## config.mk

```make
export PLATFORM = sky130hd
export DESIGN_NAME = vsef_queue
export DESIGN_NICKNAME = d
export VERILOG_FILES = /design/src/sv/vsef_pkg.sv /design/src/sv/vsef_queue.sv
export SDC_FILE = /design/constraint.sdc
export NUM_CORES = 1
export LEC_CHECK = 0
export ABC_AREA = 1
export BUFFER_PORTS_ARGS = -buffer_cell sky130_fd_sc_hd__buf_2
export CORE_ASPECT_RATIO = 1.1
export CORE_UTILIZATION = 61
export DETAILED_ROUTE_END_ITERATION = 7
export PLACE_DENSITY = 0.81
export SETUP_SLACK_MARGIN = 0.2
export SYNTH_ARGS = -nofsm -noshare
export SYNTH_HDL_FRONTEND = slang
export SYNTH_SLANG_ARGS = --single-unit
```

## constraint.sdc

```tcl
create_clock -name clock -period 3.91 [get_ports clock]
set_clock_uncertainty 0.1 [all_clocks]
set_input_delay 0.1955 -clock clock [delete_from_list [all_inputs] [get_ports clock]]
set_output_delay 0.1955 -clock clock [all_outputs]
set_load 0.02 [all_outputs]
```

## src/sv/vsef_pkg.sv

```systemverilog
// ----------------------------------------------------------------------------
// vsef_pkg: shared types and constants for the vertical Sobel edge filter
// Line store geometry, register indexes, the front-to-back work word and the
// clamped gradient function.
// ----------------------------------------------------------------------------
package vsef_pkg;

   localparam int LINE_WIDTH  = 512;
   localparam int COL_W       = $clog2(LINE_WIDTH);
   localparam int DIM_W       = 10;
   localparam int PIX_W       = 8;
   localparam int CSR_IDX_W   = 1;
   localparam int QUEUE_DEPTH = 4;
   localparam int QPTR_W      = $clog2(QUEUE_DEPTH);
   localparam int WIDTH_RESET = (512 < LINE_WIDTH) ? 512 : LINE_WIDTH;

   localparam logic [DIM_W-1:0] HEIGHT_RESET = DIM_W'(512);
   localparam logic [PIX_W-1:0] PIXEL_MAX    = {PIX_W{1'b1}};

   typedef enum logic [CSR_IDX_W-1:0] {
      CSR_IMAGE_WIDTH  = 1'b0,
      CSR_IMAGE_HEIGHT = 1'b1
   } csr_index_type;

   typedef struct packed {
      logic [PIX_W-1:0] al;
      logic [PIX_W-1:0] ac;
      logic [PIX_W-1:0] ar;
      logic [PIX_W-1:0] bl;
      logic [PIX_W-1:0] bc;
      logic [PIX_W-1:0] br;
      logic             emit_mid;
      logic             emit_end;
      logic             end_frame;
   } work_item_type;

   function automatic logic [PIX_W-1:0] sobel_grad(
      input logic [PIX_W-1:0] al, input logic [PIX_W-1:0] ac, input logic [PIX_W-1:0] ar,
      input logic [PIX_W-1:0] bl, input logic [PIX_W-1:0] bc, input logic [PIX_W-1:0] br);
      logic [PIX_W+1:0] sum_a;
      logic [PIX_W+1:0] sum_b;
      logic [PIX_W+2:0] diff;
      logic [PIX_W-1:0] res;
      sum_a = (PIX_W+2)'(al) + (PIX_W+2)'({ac, 1'b0}) + (PIX_W+2)'(ar);
      sum_b = (PIX_W+2)'(bl) + (PIX_W+2)'({bc, 1'b0}) + (PIX_W+2)'(br);
      diff  = (PIX_W+3)'(sum_b) - (PIX_W+3)'(sum_a);
      if (diff[PIX_W+2]) begin
         res = '0;
      end else if (diff[PIX_W+1:PIX_W] != 2'b00) begin
         res = PIXEL_MAX;
      end else begin
         res = diff[PIX_W-1:0];
      end
      return res;
   endfunction

endpackage

```

## src/sv/vsef_queue.sv

```systemverilog
// ----------------------------------------------------------------------------
// vsef_queue: short work queue between front and back
// Register-based FIFO of neighborhood words; decouples pixel intake from
// result output.
// ----------------------------------------------------------------------------
module vsef_queue (
   input  logic                      clock,
   input  logic                      reset,
   input  vsef_pkg::work_item_type   push_item,
   input  logic                      push,
   output logic                      full,
   output vsef_pkg::work_item_type   head_item,
   output logic                      head_valid,
   input  logic                      pop
);
   import vsef_pkg::*;

   work_item_type     entry_ff [QUEUE_DEPTH];
   logic [QPTR_W-1:0] wr_ptr_ff;
   logic [QPTR_W-1:0] rd_ptr_ff;
   logic [QPTR_W:0]   count_ff;

   assign full       = (count_ff == (QPTR_W+1)'(QUEUE_DEPTH));
   assign head_valid = (count_ff != '0);
   assign head_item  = entry_ff[rd_ptr_ff];

   always_ff @(posedge clock) begin
      if (reset) begin
         wr_ptr_ff <= '0;
         rd_ptr_ff <= '0;
         count_ff  <= '0;
      end else begin
         if (push) begin
            wr_ptr_ff <= wr_ptr_ff + QPTR_W'(1);
         end
         if (pop) begin
            rd_ptr_ff <= rd_ptr_ff + QPTR_W'(1);
         end
         if (push && !pop) begin
            count_ff <= count_ff + (QPTR_W+1)'(1);
         end else if (pop && !push) begin
            count_ff <= count_ff - (QPTR_W+1)'(1);
         end
      end
   end

   always_ff @(posedge clock) begin
      if (push) begin
         entry_ff[wr_ptr_ff] <= push_item;
      end
   end

endmodule

```

Word level (Yosys, flattened, before mapping):

Memory sizes are Yosys's and may differ from the RTL's. A register that Yosys moved wholly into a read port is not among the register bits.
Cells that the tools add are included.

* flip-flop bits (word level): 7
* memory bits (writable): 204
* input port bits: 55
* output and inout bits: 53
* logic and storage cells: 21
* memories: 1

* add/sub/neg operators: 4
* equality and inequality tests: 1
* multiplexer cells: 6
* reductions and logical operators: 6

Memory list
* entry_ff: depth 4, width 51, read ports 1, clocked after memory_dff 1, write ports 1, RTL line vsef_queue.sv:18 `work_item_type entry_ff [QUEUE_DEPTH];`

Operators by type and width (number)
* two-way mux 3 bit: 2
* adder 2 x 1 -> 2 bit, second input constant: 2
* two-way mux 2 bit: 2
* adder 3 x 1 -> 3 bit, second input constant: 1
* == test 3 bit, second input constant: 1
* nonzero test 3 bit: 1
* subtractor 3 x 1 -> 3 bit, second input constant: 1
* logical AND 1 bit: 2
* zero test 1 bit: 2
* two-way mux 1 bit: 2
* nonzero test 2 bit: 1

Logic depth before layout (Yosys ltp):

* depth after elaboration: 4
* mapped depth: 10
* gate-level depth less buffers: 10

Least setup slack after synthesis:

No wires, ideal clock.

* path type: register to register
* start point: register wr_ptr_ff[0]
* end point: memory entry_ff[2][0] in the netlist's numbering, enable pin
* library setup time: 0.405 ns
* data arrival time: 1.585 ns
* required time: 3.405 ns
* path slack: 1.820 ns
* stages on the path, launching flop included: 5
* path buffers: 0
* period minus slack after synthesis: 2.090 ns
* path through: dfxtp_1 inv_1 ha_1 nand2_1 inv_1

RTL lines
* start: declaration: RTL line vsef_queue.sv:19 `logic [QPTR_W-1:0] wr_ptr_ff;`
* start signal: assignment: RTL line vsef_queue.sv:34 `wr_ptr_ff <= wr_ptr_ff + QPTR_W'(1);`
* end: declaration: RTL line vsef_queue.sv:18

Straight into the memory's write port.

==> qor.json <==
{
  "result_of_the_run": "complete, but fails checks",
  "violations": "design-rule violations",
  "crit_fanout": 102,
  "totalWireLength_um": 17300,
  "post_cts_resize_count": 0,
  "die_y_um": 122,
  "dominantRegCellSynth": "sky130_fd_sc_hd__edfxtp_1",
  "cts_sinks": 213,
  "drive_gt1_share_pct": 21.1,
  "total_power_mw": 5.12,
  "postCtsSetupBuffers": 0,
  "synth-seq-cells": 213,
  "global_route.usage.total_pct": 25.8,
  "core_region_area_um2": 12800,
  "clock_path_buffers": 3,
  "place_area_um2": 8600,
  "synthesis.area_um2": 8040,
  "worst_ir_drop_vdd_v": 0.000402,
  "area_growth_syn_to_layout_pct": 21.8,
  "post_layout_util_pct": 76.8,
  "antenna_cells_inserted": 0,
  "min_path_type": "primary input to register",
  "synth.yosys.warnings": 0,
  "final-max-slew-violation-count": 0,
  "critical_path.slowest_cell": "sky130_fd_sc_hd__buf_4",
  "timing.critical_path.slowest_cell_delay_ps": 760,
  "static-leakage-power_nw": 3.54,
  "synthDistinctLibCells": 21,
  "stdcell_area_um2": 9790,
  "dp.final_hpwl_um": 9280,
  "synthesis.area_per_instance_um2": 14.6,
  "detailedRoute.firstPassIterationCount": 8,
  "period_needed_ps": 2650,
  "grt_first_pass_wirelength_um": 26500,
  "die_x_um": 111,
  "synth-seq-area-share_pct": 78.4,
  "wire_per_inst_um": 19.7,
  "design.final.nets": 772,
  "post_synth_main_area_contributors": "sky130_fd_sc_hd__edfxtp_1 76%, sky130_fd_sc_hd__nor2_1 5.1%, sky130_fd_sc_hd__o22ai_1 4.0%",
  "ant_nets": 0,
  "first_iter_violations": 476,
  "stdcell_count": 881,
  "post_synth_inst_count": 552,
  "clk_pin_slew_worst_paths_ps": 70,
  "timing.max_slew.rel_slack_pct": 33.9,
  "top_post_synthesis_cells_by_count": "204 x sky130_fd_sc_hd__edfxtp_1, 109 x sky130_fd_sc_hd__nor2_1, 60 x sky130_fd_sc_hd__o21ai_1",
  "cap_viol_max_count": 0,
  "gp_routability_congestion": 0.717,
  "timing.final.hold_violations": 0,
  "grt_antenna_before_repair": 0,
  "achievable-frequency_mhz": 377,
  "placed_cells": 792,
  "cp_data_required_time_ps": 3610,
  "overall_overflow_remaining_after_global_route": 0,
  "setup_violations": 0,
  "pwr_density_cell_nw_per_um2": 523,
  "synth_async_sr_flop_share_pct": 0,
  "type_of_the_setup_path_with_the_least_slack": "register to output port",
  "clock-root-buffer": "sky130_fd_sc_hd__clkbuf_16",
  "netlist.area_leader.share_pct": 76.2,
  "post-synth-top-area-cell": "sky130_fd_sc_hd__edfxtp_1",
  "most_frequently_used_cell_type_in_the_post_synthesis_netlist": "sky130_fd_sc_hd__edfxtp_1",
  "layout_worst_path_cycle_share_pct": 67.8,
  "final.setup.tns_ps": 0,
  "path_cells": "buf_4, o21ai_1, o22ai_1, buf_2",
  "cts_buffers": 21,
  "route.detailed.vias_per_inst": 5.92,
  "numPortBuffers": 107,
  "number_of_enable_type_register_cells_in_the_synthesized_netlist": 204,
  "post-route-drc-count": 5,
  "worst_setup_path_end_kind": "output port",
  "cts_max_level": 1,
  "endpoint_arrival_time_on_the_critical_path_ps": 2360,
  "fp.dieArea_um2": 13600,
  "routed-via-count": 5219,
  "grt_pass1_vias": 5360,
  "clock_latency_ps": 480,
  "floorplan.initialDensity_pct": 63.1,
  "std_cell_rows": 43,
  "worst_setup_path_start_kind": "register",
  "syn-num-nets": 613,
  "grt_setup_unrepaired": "no",
  "fill_cells": 731,
  "tritoncts_clock_tree": "done",
  "maximum_number_of_pins_on_one_net_before_global_route_repair": 103,
  "top_level_ports": 108,
  "worst_slew_pin_slew_ps": 992
}
-- placed cells by master (no fill, tap or decap) --
cell type / instances
sky130_fd_sc_hd__edfxtp_1: 204
sky130_fd_sc_hd__clkinv_2: 7
sky130_fd_sc_hd__a21oi_1: 3
sky130_fd_sc_hd__bufinv_16: 2
sky130_fd_sc_hd__o22ai_1: 51
sky130_fd_sc_hd__dfxtp_2: 1
sky130_fd_sc_hd__o21ai_1: 60
sky130_fd_sc_hd__clkinv_1: 4
sky130_fd_sc_hd__clkbuf_16: 21
sky130_fd_sc_hd__clkbuf_1: 2
sky130_fd_sc_hd__nor2_1: 109
sky130_fd_sc_hd__buf_4: 7
sky130_fd_sc_hd__nand2_1: 10
sky130_fd_sc_hd__ha_1: 5
sky130_fd_sc_hd__dfxtp_4: 1
sky130_fd_sc_hd__clkinv_8: 1
sky130_fd_sc_hd__inv_1: 11
sky130_fd_sc_hd__nand4_1: 1
sky130_fd_sc_hd__nor3_1: 1
sky130_fd_sc_hd__dlygate4sd3_1: 53
sky130_fd_sc_hd__buf_12: 1
sky130_fd_sc_hd__dfxtp_1: 7
sky130_fd_sc_hd__nand3_1: 1
sky130_fd_sc_hd__inv_2: 5
sky130_fd_sc_hd__fa_1: 1
sky130_fd_sc_hd__buf_2: 107
sky130_fd_sc_hd__o21ai_0: 47
sky130_fd_sc_hd__xor2_1: 1
-- registers in the layout (all words and copies together) (netlist names), named ones only --
| register | count |
|---|---|
| count_ff | 3 |
| entry_ff | 204 |
| rd_ptr_ff | 2 |
| wr_ptr_ff | 2 |
-- worst paths after layout --
kind	startpoint	to	slack (ps)	depth (start not counted)
worst min-delay path	pop	register	40	4
worst max register to register	wr_ptr_ff[0]	entry_ff[2][11]	1820	5
worst min register to register	rd_ptr_ff[1]	rd_ptr_ff[1]	370	1
worst max-delay path	register	head_item[22]	1260	4
-- cell families after synthesis --
| kind of cell | count (synthesis) | synth area share [%] |
|---|---|---|
| simple gates | 122 | 5.76 |
| compound gates | 161 | 10.8 |
| fa+ha+maj | 6 | 1.03 |
| xor+xnor | 1 | 0.109 |
| buf+inv | 49 | 3.86 |
| flops | 213 | 78.4 |
-- area by class of cell --
class	instances	area [um2]	share of cell area (%)
Tap cell	157	196	2.01
Multi-Input combinational cell	290	1420	14.5
Sequential cell	213	6310	64.5
Timing Repair Buffer	168	1140	11.6
Inverter	17	65.1	0.665
Clock inverter	13	121	1.24
Clock buffer	23	533	5.44
-- power by group --
part           switching, mW  internal (mW)
logic                  0.381          0.187
clock network          0.800           1.12
registers             0.0303           2.61
-- critical path, delay by kind of cell, from the launching register on --
| family | cells | cell delay (ps) |
|---|---|---|
| buffers and inverters | 2 | 980 |
| AOI/OAI and AO/OA | 2 | 500 |
| DFF | 1 | 350 |
-- routing by layer --
layer | part of all wire [%] | global-route usage (%) | vias to the layer above
met5 | 0 | 0 | -
met4 | 3.4 | 10.9 | 0
met3 | 5.8 | 3.26 | 50
met2 | 54 | 49.3 | 246
met1 | 36 | 29.2 | 2549
li1 | - | - | 2374
-- what timing repair did --
action,4_1_cts,5_1_grt
endpoints found under the hold margin,210,0
endpoints found under the setup margin,0,0
hold buffers,53,0
-- stage by stage --
stage	setup slack (ps)	hold slack, ps
floorplan	1820	168
global placement	1900	271
detailed placement	1830	272
CTS	1320	26.3
global route	1110	33.3
finish	1260	44.8
Power figures use the tool's default switching activity.
