`src/sv/vsef_pkg.sv`:
```
// ----------------------------------------------------------------------------
// vsef_pkg: shared types and constants for the vertical Sobel edge filter
// Line store geometry, register indexes, the front-to-back work word and the
// clamped gradient function.
// ----------------------------------------------------------------------------
package vsef_pkg;

   localparam int LINE_WIDTH  = 512;
   localparam int COL_W       = $clog2(LINE_WIDTH);
   localparam int DIM_W       = 10;
   localparam int PIX_W       = 8;
   localparam int CSR_IDX_W   = 1;
   localparam int QUEUE_DEPTH = 4;
   localparam int QPTR_W      = $clog2(QUEUE_DEPTH);
   localparam int WIDTH_RESET = (512 < LINE_WIDTH) ? 512 : LINE_WIDTH;

   localparam logic [DIM_W-1:0] HEIGHT_RESET = DIM_W'(512);
   localparam logic [PIX_W-1:0] PIXEL_MAX    = {PIX_W{1'b1}};

   typedef enum logic [CSR_IDX_W-1:0] {
      CSR_IMAGE_WIDTH  = 1'b0,
      CSR_IMAGE_HEIGHT = 1'b1
   } csr_index_type;

   typedef struct packed {
      logic [PIX_W-1:0] al;
      logic [PIX_W-1:0] ac;
      logic [PIX_W-1:0] ar;
      logic [PIX_W-1:0] bl;
      logic [PIX_W-1:0] bc;
      logic [PIX_W-1:0] br;
      logic             emit_mid;
      logic             emit_end;
      logic             end_frame;
   } work_item_type;

   function automatic logic [PIX_W-1:0] sobel_grad(
      input logic [PIX_W-1:0] al, input logic [PIX_W-1:0] ac, input logic [PIX_W-1:0] ar,
      input logic [PIX_W-1:0] bl, input logic [PIX_W-1:0] bc, input logic [PIX_W-1:0] br);
      logic [PIX_W+1:0] sum_a;
      logic [PIX_W+1:0] sum_b;
      logic [PIX_W+2:0] diff;
      logic [PIX_W-1:0] res;
      sum_a = (PIX_W+2)'(al) + (PIX_W+2)'({ac, 1'b0}) + (PIX_W+2)'(ar);
      sum_b = (PIX_W+2)'(bl) + (PIX_W+2)'({bc, 1'b0}) + (PIX_W+2)'(br);
      diff  = (PIX_W+3)'(sum_b) - (PIX_W+3)'(sum_a);
      if (diff[PIX_W+2]) begin
         res = '0;
      end else if (diff[PIX_W+1:PIX_W] != 2'b00) begin
         res = PIXEL_MAX;
      end else begin
         res = diff[PIX_W-1:0];
      end
      return res;
   endfunction

endpackage

```
`src/sv/vsef_back.sv`:
```
// ----------------------------------------------------------------------------
// vsef_back: gradient and result output
// Takes neighborhood words from the queue, emits one or two clamped
// gradients per word through a registered output stage.
// ----------------------------------------------------------------------------
module vsef_back (
   input  logic                          clock,
   input  logic                          reset,
   input  vsef_pkg::work_item_type       head_item,
   input  logic                          head_valid,
   output logic                          pop,
   output logic                          rsp_tvalid,
   input  logic                          rsp_tready,
   output logic [vsef_pkg::PIX_W-1:0]    rsp_tdata,
   output logic [1:0]                    rsp_tuser,
   output logic                          rsp_tlast
);
   import vsef_pkg::*;

   logic             phase_ff;
   logic             rsp_valid_ff;
   logic [PIX_W-1:0] rsp_data_ff;
   logic [1:0]       rsp_user_ff;
   logic             rsp_last_ff;

   logic             load;
   logic             do_mid;
   logic [PIX_W-1:0] grad_in;
   logic [1:0]       user_in;
   logic             last_in;

   assign load   = head_valid && (!rsp_valid_ff || rsp_tready);
   assign do_mid = !phase_ff && head_item.emit_mid;
   assign pop    = load && !(do_mid && head_item.emit_end);

   always_comb begin
      if (do_mid) begin
         grad_in = sobel_grad(head_item.al, head_item.ac, head_item.ar,
                              head_item.bl, head_item.bc, head_item.br);
         user_in = 2'b00;
         last_in = !head_item.emit_end;
      end else begin
         grad_in = sobel_grad(head_item.ac, head_item.ar, '0,
                              head_item.bc, head_item.br, '0);
         user_in = {head_item.end_frame, 1'b1};
         last_in = 1'b1;
      end
   end

   always_ff @(posedge clock) begin
      if (reset) begin
         phase_ff     <= 1'b0;
         rsp_valid_ff <= 1'b0;
      end else begin
         if (load) begin
            phase_ff     <= do_mid && head_item.emit_end;
            rsp_valid_ff <= 1'b1;
         end else if (rsp_tready) begin
            rsp_valid_ff <= 1'b0;
         end
      end
   end

   always_ff @(posedge clock) begin
      if (load) begin
         rsp_data_ff <= grad_in;
         rsp_user_ff <= user_in;
         rsp_last_ff <= last_in;
      end
   end

   assign rsp_tvalid = rsp_valid_ff;
   assign rsp_tdata  = rsp_data_ff;
   assign rsp_tuser  = rsp_user_ff;
   assign rsp_tlast  = rsp_last_ff;

endmodule

```
`config.mk`:
```
export PLATFORM = sky130hd
export DESIGN_NAME = vsef_back
export DESIGN_NICKNAME = d
export VERILOG_FILES = /design/src/sv/vsef_pkg.sv /design/src/sv/vsef_back.sv
export SDC_FILE = /design/constraint.sdc
export NUM_CORES = 1
export LEC_CHECK = 0
export BUFFER_PORTS_ARGS = -buffer_cell sky130_fd_sc_hd__buf_2
export CAP_MARGIN = 20
export CORE_UTILIZATION = 50
export CTS_CLUSTER_SIZE = 10
export DETAILED_ROUTE_END_ITERATION = 12
export PLACE_DENSITY_LB_ADDON = 0.05
export SYNTH_ARGS = -nofsm -noshare
export SYNTH_HDL_FRONTEND = slang
export SYNTH_SLANG_ARGS = --single-unit
```
`constraint.sdc`:
```
create_clock -name clock -period 4.6 [get_ports clock]
set_clock_uncertainty 0.05 [all_clocks]
set_input_delay 0.69 -clock clock [delete_from_list [all_inputs] [get_ports clock]]
set_output_delay 0.69 -clock clock [all_outputs]
set_load 0.05 [all_outputs]
```
After elaboration in Yosys (flattened, before gate mapping)
Cells that the tools add are included.

word-level totals
  word-level logic and storage cells = 34
  register bits after elaboration = 13

operators by class
  reductions and logical operators = 12
  multiplexer cells = 8
  add/sub/neg operators = 8

operators with widths
  cell                          number
  adder 8 x 9 -> 10 bit         4
  2-to-1 mux 8 bit              5
  subtractor 10 x 10 -> 11 bit  2
  adder 10 x 8 -> 10 bit        2
  nonzero test 2 bit            3
  logical AND 1 bit             4
  logical NOT 1 bit             4
  2-to-1 mux 1 bit              3
  logical OR 1 bit              1

Logic depth before layout (Yosys ltp)
Gate-level depths: netlist of run 1.

  word-level depth = 7
  mapped depth = 16

Worst setup path after synthesis of run 1
No wires, ideal clock.

  path kind = in2reg
  start = input head_item[29] in the netlist's numbering
  end = register rsp_data_ff[4] (netlist: rsp_tdata[4]) (data pin)
  setup time = 0.268 ns
  stages on the path = 13
  setup slack = 0.472 ns
  path buffers = 0
  required time = 4.282 ns
  data arrival time = 3.810 ns
  cell sequence = inv_1 fa_1 fa_1 inv_1 fa_1 inv_1 ha_1 a211oi_1 o21ai_1 a211oi_1 o211ai_1 o21ai_0 o211ai_1

between the ends
  word-level cells in the longest chain between the ends = 6

RTL lines
  element                                                          RTL line         text
  start: declaration                                               vsef_back.sv:9   input vsef_pkg::work_item_type head_item,
  adder 10 x 8 -> 10 bit or adder 8 x 9 -> 10 bit (tied branches)  vsef_pkg.sv:44   sum_a = (PIX_W+2)'(al) + (PIX_W+2)'({ac, 1'b0}) + (PIX_W+2)'(ar);
  subtractor 10 x 10 -> 11 bit                                     vsef_pkg.sv:46   diff = (PIX_W+3)'(sum_b) - (PIX_W+3)'(sum_a);
  nonzero test 2 bit                                               vsef_pkg.sv:49   end else if (diff[PIX_W+1:PIX_W] != 2'b00) begin
  2-to-1 mux 8 bit                                                 vsef_pkg.sv:49
  2-to-1 mux 8 bit                                                 vsef_pkg.sv:47   if (diff[PIX_W+2]) begin
  2-to-1 mux 8 bit *                                               vsef_back.sv:37  if (do_mid) begin
  named net grad_in[4]                                             vsef_back.sv:28  logic [PIX_W-1:0] grad_in;
  end signal: assignment                                           vsef_back.sv:66  rsp_data_ff <= grad_in;
  end: declaration                                                 vsef_back.sv:22  logic [PIX_W-1:0] rsp_data_ff;

Mark *: on every way through the listed nets, which the timed path passes. The rest lies on a longest branch.
A chain may end at the register's enable or synchronous reset.

Worst setup path in the final report of run 1
  start = input head_item[29] in the netlist's numbering
  end = register rsp_data_ff[1] (netlist: rsp_tdata[1]) (data pin)

The elaborated chain is that of the path after synthesis.

==> results of run 1 <==
layer usage:
layer / share of wire, % / up-vias / wire length (um) / track usage [%]
li1: - / 1076 / - / -
met1: 44 / 990 / 2270 / 24.4
met2: 52 / 54 / 2710 / 39.8
met3: 3.4 / 2 / 178 / 2.95
met4: 0.44 / 0 / 23 / 1.26
met5: 0 / - / 0 / 0
power by group through the flow:
stage	sequential (mW)	clock, mW	combinational [mW]
after floorplan	0.284	0	0.754
after global placement	0.182	0	1.09
after detailed placement	0.182	0	1.10
after CTS	0.180	0.104	1.11
after global routing	0.183	0.106	1.25
final	0.180	0.102	1.11
per-stage QoR:
step	TNS (ns)	worst slack, ns	hold slack [ns]	utilization [%]	instances
6_report	0	0.282	0.446	61.3	437
3_5_place_dp	-0.0778	-0.0488	0.431	60.3	433
5_1_grt	0	0.0358	0.470	61.3	437
4_1_cts	0	0.181	0.445	61.2	437
2_1_floorplan	0	0.472	0.405	-	296
3_3_place_gp	0	0.0700	0.424	60.3	433
path summary, 6_finish.rpt:
| path | from | endpoint | slack [ns] | depth (start not counted) |
|---|---|---|---|---|
| setup / recovery | head_item[29] | rsp_tdata[1] | 0.28 | 14 |
| setup reg to reg | phase_ff | rsp_tdata[7] | 3.04 | 6 |
| hold / removal | rsp_tvalid | rsp_tvalid | 0.45 | 2 |
| hold reg to reg | rsp_tvalid | rsp_tvalid | 0.45 | 2 |
registers in the layout (all words and copies together) (netlist names):
name / flops
rsp_tdata: 8
rsp_tuser: 2
phase_ff: 1
rsp_tlast: 1
rsp_tvalid: 1
layout by cell type, fill, tap and decap left out, types with 2 or more instances in the layout:
cell type  Yosys  routed
a21o_1         3       3
a21oi_1       15      15
a31oi_1        2       2
and2_1         2       2
buf_2          0      67
clkbuf_8       0       3
dfxtp_1        2       2
edfxtp_1      11      11
fa_1          44      44
ha_1          26      26
inv_1         95      95
inv_2          2       2
nand2_1       10      10
nand2b_1       5       5
nand3_1        3       3
nor2_1        13      13
nor2b_1        3       3
nor3_1         2       2
o211ai_1      12      12
o21a_1         2       2
o21ai_0       11      11
o21ai_1        5       5
xnor2_1        6       6
xor2_1         4       4
synthesized netlist by cell type, types with 2 or more instances:
master    number  area, um^2
and2_1         2        12.5
o21ai_0       11        55.1
xor2_1         4        35.0
xnor2_1        6        52.6
edfxtp_1      11         330
inv_1         95         357
dfxtp_1        2        40.0
nor2b_1        3        18.8
a21o_1         3        22.5
a21oi_1       15        75.1
a31oi_1        2        12.5
ha_1          26         325
nor3_1         2        10.0
o211ai_1      12        90.1
o21a_1         2        15.0
inv_2          2        7.51
nand2b_1       5        31.3
a211oi_1       2        15.0
nand2_1       10        37.5
fa_1          44         881
nand3_1        3        15.0
o21ai_1        5        25.0
nor2_1        13        48.8
worst max-delay path, delay by kind of cell:
kind	cells	cell delay (ns)
compound gates	6	1.28
fa+ha+maj	4	1.98
buf+inv	4	0.28
cells by family after synthesis:
group | Yosys count | share of synthesized area [%]
adder cells (fa/ha/maj) | 70 | 45.4
flip-flops | 13 | 13.9
buffers and inverters | 97 | 13.7
AND/OR/NAND/NOR | 46 | 8.95
XOR/XNOR | 10 | 3.30
AO/OA/AOI/OAI | 60 | 14.7
area by class of cell:
class / instances / area, um^2 / area share [%]
multi-input combinational: 186 / 1930 / 61.6
sequential: 13 / 370 / 11.8
inverter: 97 / 364 / 11.6
timing repair buffer: 67 / 335 / 10.7
tap: 70 / 87.6 / 2.80
clock buffer: 4 / 45.0 / 1.44
==> results.tsv, run 1 <==
metric	value	unit
drt_pass1_iterations	4	
cpPeakStageDelay	0.59	ns
cts_resized	0	
grt_pass1_wl	8.56	mm
switchingPower	0.716	mW
hold_viol	0	
drc	0	
tightest_slew	0.562	ns
cts_tree	built	
slowest_stage	fa_1	
critPathCaptureType	register	
drv_cap	0	
yosys_warnings	0	
path_max_fanout	8	
power.density	444	mW/mm^2
fin_area	0.00313	mm^2
cts_hold_buf	0	
die_x	74.9	um
cts-root-buf	clkbuf_8	
synth_seq_cells	13	
synth_cell_types	39	
syn_area_per_cell	8.98	um^2
dieArea	0.00561	mm^2
post-cts-setup-buffer-count	0	
synthArstFlopShare	0	%
antenna_left	0	
clockBufferDepth	2	
synth_area	0.00266	mm^2
dr_total_vias	2122	
clock_latency	0.24	ns
drive_above_1_share	21.5	%
crit_required	4.53	ns
area_delta_synth_final	17.8	%
setup_viol_count_final	0	
detail_route.wl_per_cell	11.9	um
arrival	4.24	ns
outcome	finished clean	
place_congestion	0.793	
switching_share	51.6	%
fp.coreArea	0.00511	mm^2
die_h	74.9	um
p_total	1.39	mW
grt_pass1_vias	2074	
synth_edf_count	11	
grt_max_degree	12	
drtIter0Drc	85	
cts.sinks	13	
slew_viol_final	0	
ys_seq_area_share	13.9	%
clkTransAtPathRegs	0.06	ns
hpwl	4.63	mm
p_clk_share	7.3	%
startpoint_type	primary input	
hold_path_class	reg -> reg	
final_nets	493	
num_antenna_cells	0	
fp-row-count	26	
antenna_found_initial	0	
fin_crit_sh	93.9	%
n_fill_cell	490	
vias_per_cell	4.86	
leakage	1.68	nW
ys.flop_type	edfxtp_1	
min_period	4.32	ns
io_buffers	67	
crit_type	in -> reg	
syn_nets	421	
ctsHtreeMaxLevel	1	
dpl-instance-area	0.00308	mm^2
pin_count	68	
fmax	232	MHz
crit_chain	buf_2, inv_1, fa_1, fa_1, inv_1, fa_1, inv_1, ha_1, a211oi_2, o21ai_1, a211oi_1, o211ai_1, o21ai_0, o211ai_1	
p_int	0.673	mW
netlist_instances	296	
track_usage	20.3	%
relSlewSlack	62.5	%
pwr-share-comb	79.7	%
start_util	52.0	%
rsz0062_at_grt	no	
totalWireLength	5.18	mm
seqPwrFrac	13.0	%
peakVddDrop	0.194	mV
numCtsBuffers	3	
grt_overflow	0	
No activity file was read; power rests on OpenSTA's default activity.
==> inputs of run 2 (changes only) <==
RECOVER_POWER = 100   (was unset)
==> run 2 against run 1 <==
- final cell count is the same
- first-iteration DRC count shrank 5.9%
- flip-flop and latch count is the same
- fmax is essentially flat
- critical path depth is the same
- setup slack gained 0.0013 ns
- global-route usage is the same
- critical endpoint unchanged
==> results.tsv, run 2 (synthesized netlist as in run 1, its figures left out) <==
metric	value	unit	change
outcome	finished clean		
antenna_found_initial	0		unchanged
crit_type	in -> reg		
cts.sinks	13		unchanged
antenna_left	0		unchanged
grt_overflow	0		unchanged
peakVddDrop	0.191	mV	-1.3%
slew_viol_final	0		unchanged
drtIter0Drc	80		-5.9%
leakage	1.64	nW	-2.2%
hold_path_class	reg -> reg		
dr_total_vias	2121		-0.047%
die_x	74.9	um	unchanged
arrival	4.24	ns	about the same
drv_cap	0		unchanged
start_util	52.0	%	unchanged
cts-root-buf	clkbuf_8		
hpwl	4.63	mm	unchanged
drt_pass1_iterations	5		+1
path_max_fanout	8		unchanged
critPathCaptureType	register		
hold_viol	0		unchanged
fmax	232	MHz	about the same
die_h	74.9	um	unchanged
p_total	1.38	mW	-0.41%
drc	0		unchanged
pin_count	68		unchanged
cts_hold_buf	0		unchanged
vias_per_cell	4.85		about the same
final_cells	437		unchanged
final_nets	493		unchanged
relSlewSlack	60.0	%	-2.5 points
rsz0062_at_grt	no		
place_congestion	0.793		unchanged
pre_cts_ws	-0.0488	ns	unchanged
largest_reg_flops	8		unchanged
track_usage	20.3	%	unchanged
final_util	61.0	%	-0.32 points
min_period	4.32	ns	-0.00131 ns
grt_pass1_vias	2074		unchanged
clkTransAtPathRegs	0.06	ns	about the same
fin_crit_sh	93.8	%	about the same
fp-row-count	26		unchanged
place_inst	433		unchanged
numCtsBuffers	3		unchanged
final_common_cell	inv_1		
fp.coreArea	0.00511	mm^2	unchanged
setup_viol_count_final	0		unchanged
io_buffers	67		unchanged
cts_tree	built		
setup_slack	0.283	ns	+0.00132 ns
dieArea	0.00561	mm^2	unchanged
clock_latency	0.24	ns	about the same
num_antenna_cells	0		unchanged
grt_pass1_wl	8.56	mm	unchanged
area_delta_synth_final	17.2	%	
detail_route.wl_per_cell	11.9	um	+0.33%
clockBufferDepth	2		unchanged
startpoint_type	primary input		
totalWireLength	5.20	mm	+0.33%
fin_area	0.00311	mm^2	-0.52%
dpl-instance-area	0.00308	mm^2	unchanged
power.density	444	mW/mm^2	+0.11%
tightest_slew	0.602	ns	+0.0394 ns
ctsHtreeMaxLevel	1		unchanged
drive_above_1_share	17.7	%	-3.8 points
post-cts-setup-buffer-count	0		unchanged
holdWs	0.448	ns	+0.00197 ns
grt_max_degree	12		unchanged
crit_required	4.53	ns	about the same
layout_common_cells	96 x inv_1, 54 x buf_2, 44 x fa_1		
setup_tns	0	ns	unchanged
-- run 2: cell count changes in the layout (fill, tap and decap cells not counted), sizes merged --
cell,previous run,this run
buf,67,54
clkbuf,4,17
-- run 2: worst paths after layout --
kind | start | endpoint | slack (ns) | cells after the start
max | head_item[29] | rsp_tdata[1] | 0.28 | 14
min | phase_ff | phase_ff | 0.45 | 2
max reg2reg | phase_ff | rsp_tdata[7] | 2.98 | 6
min reg2reg | phase_ff | phase_ff | 0.45 | 2
-- run 2: cell type report --
cell class              count  area (um^2)
clock buffers               4         45.0
inverters                  97          364
multi-input cells         186         1930
well taps                  70         87.6
repair buffers             67          319
fillers                   495         1990
flip-flops and latches     13          370
-- run 2: where the power goes --
group / switching [mW] / leakage, nW / internal [mW]
clock network: 0.0423 / 0.0228 / 0.0612
registers: 0.00736 / 0.124 / 0.173
logic: 0.669 / 1.49 / 0.430
-- run 2: routing by layer --
| metal | routed length, um | up-vias | share of wire [%] | global-route usage, % |
|---|---|---|---|---|
| met5 | 0 | - | 0 | 0 |
| met4 | 23 | 0 | 0.44 | 1.26 |
| met3 | 172 | 2 | 3.3 | 2.95 |
| met2 | 2710 | 52 | 52 | 39.8 |
| met1 | 2290 | 992 | 44 | 24.4 |
| li1 | - | 1075 | - | - |
-- run 2: timing repair --
action | 4_1_cts | 5_1_grt
hold endpoints to repair | 0 | 0
resized for setup | 0 | 1
setup endpoints to repair | 0 | 6
-- run 2: critical path, cell delays in order --
cell and delay, ns:
buf_2 0.10, inv_1 0.06, fa_1 0.51, fa_1 0.55, inv_1 0.06, fa_1 0.59
inv_1 0.06, ha_1 0.33, a211oi_2 0.28, o21ai_1 0.12, a211oi_1 0.26, o211ai_1 0.25
o21ai_0 0.26, o211ai_1 0.11
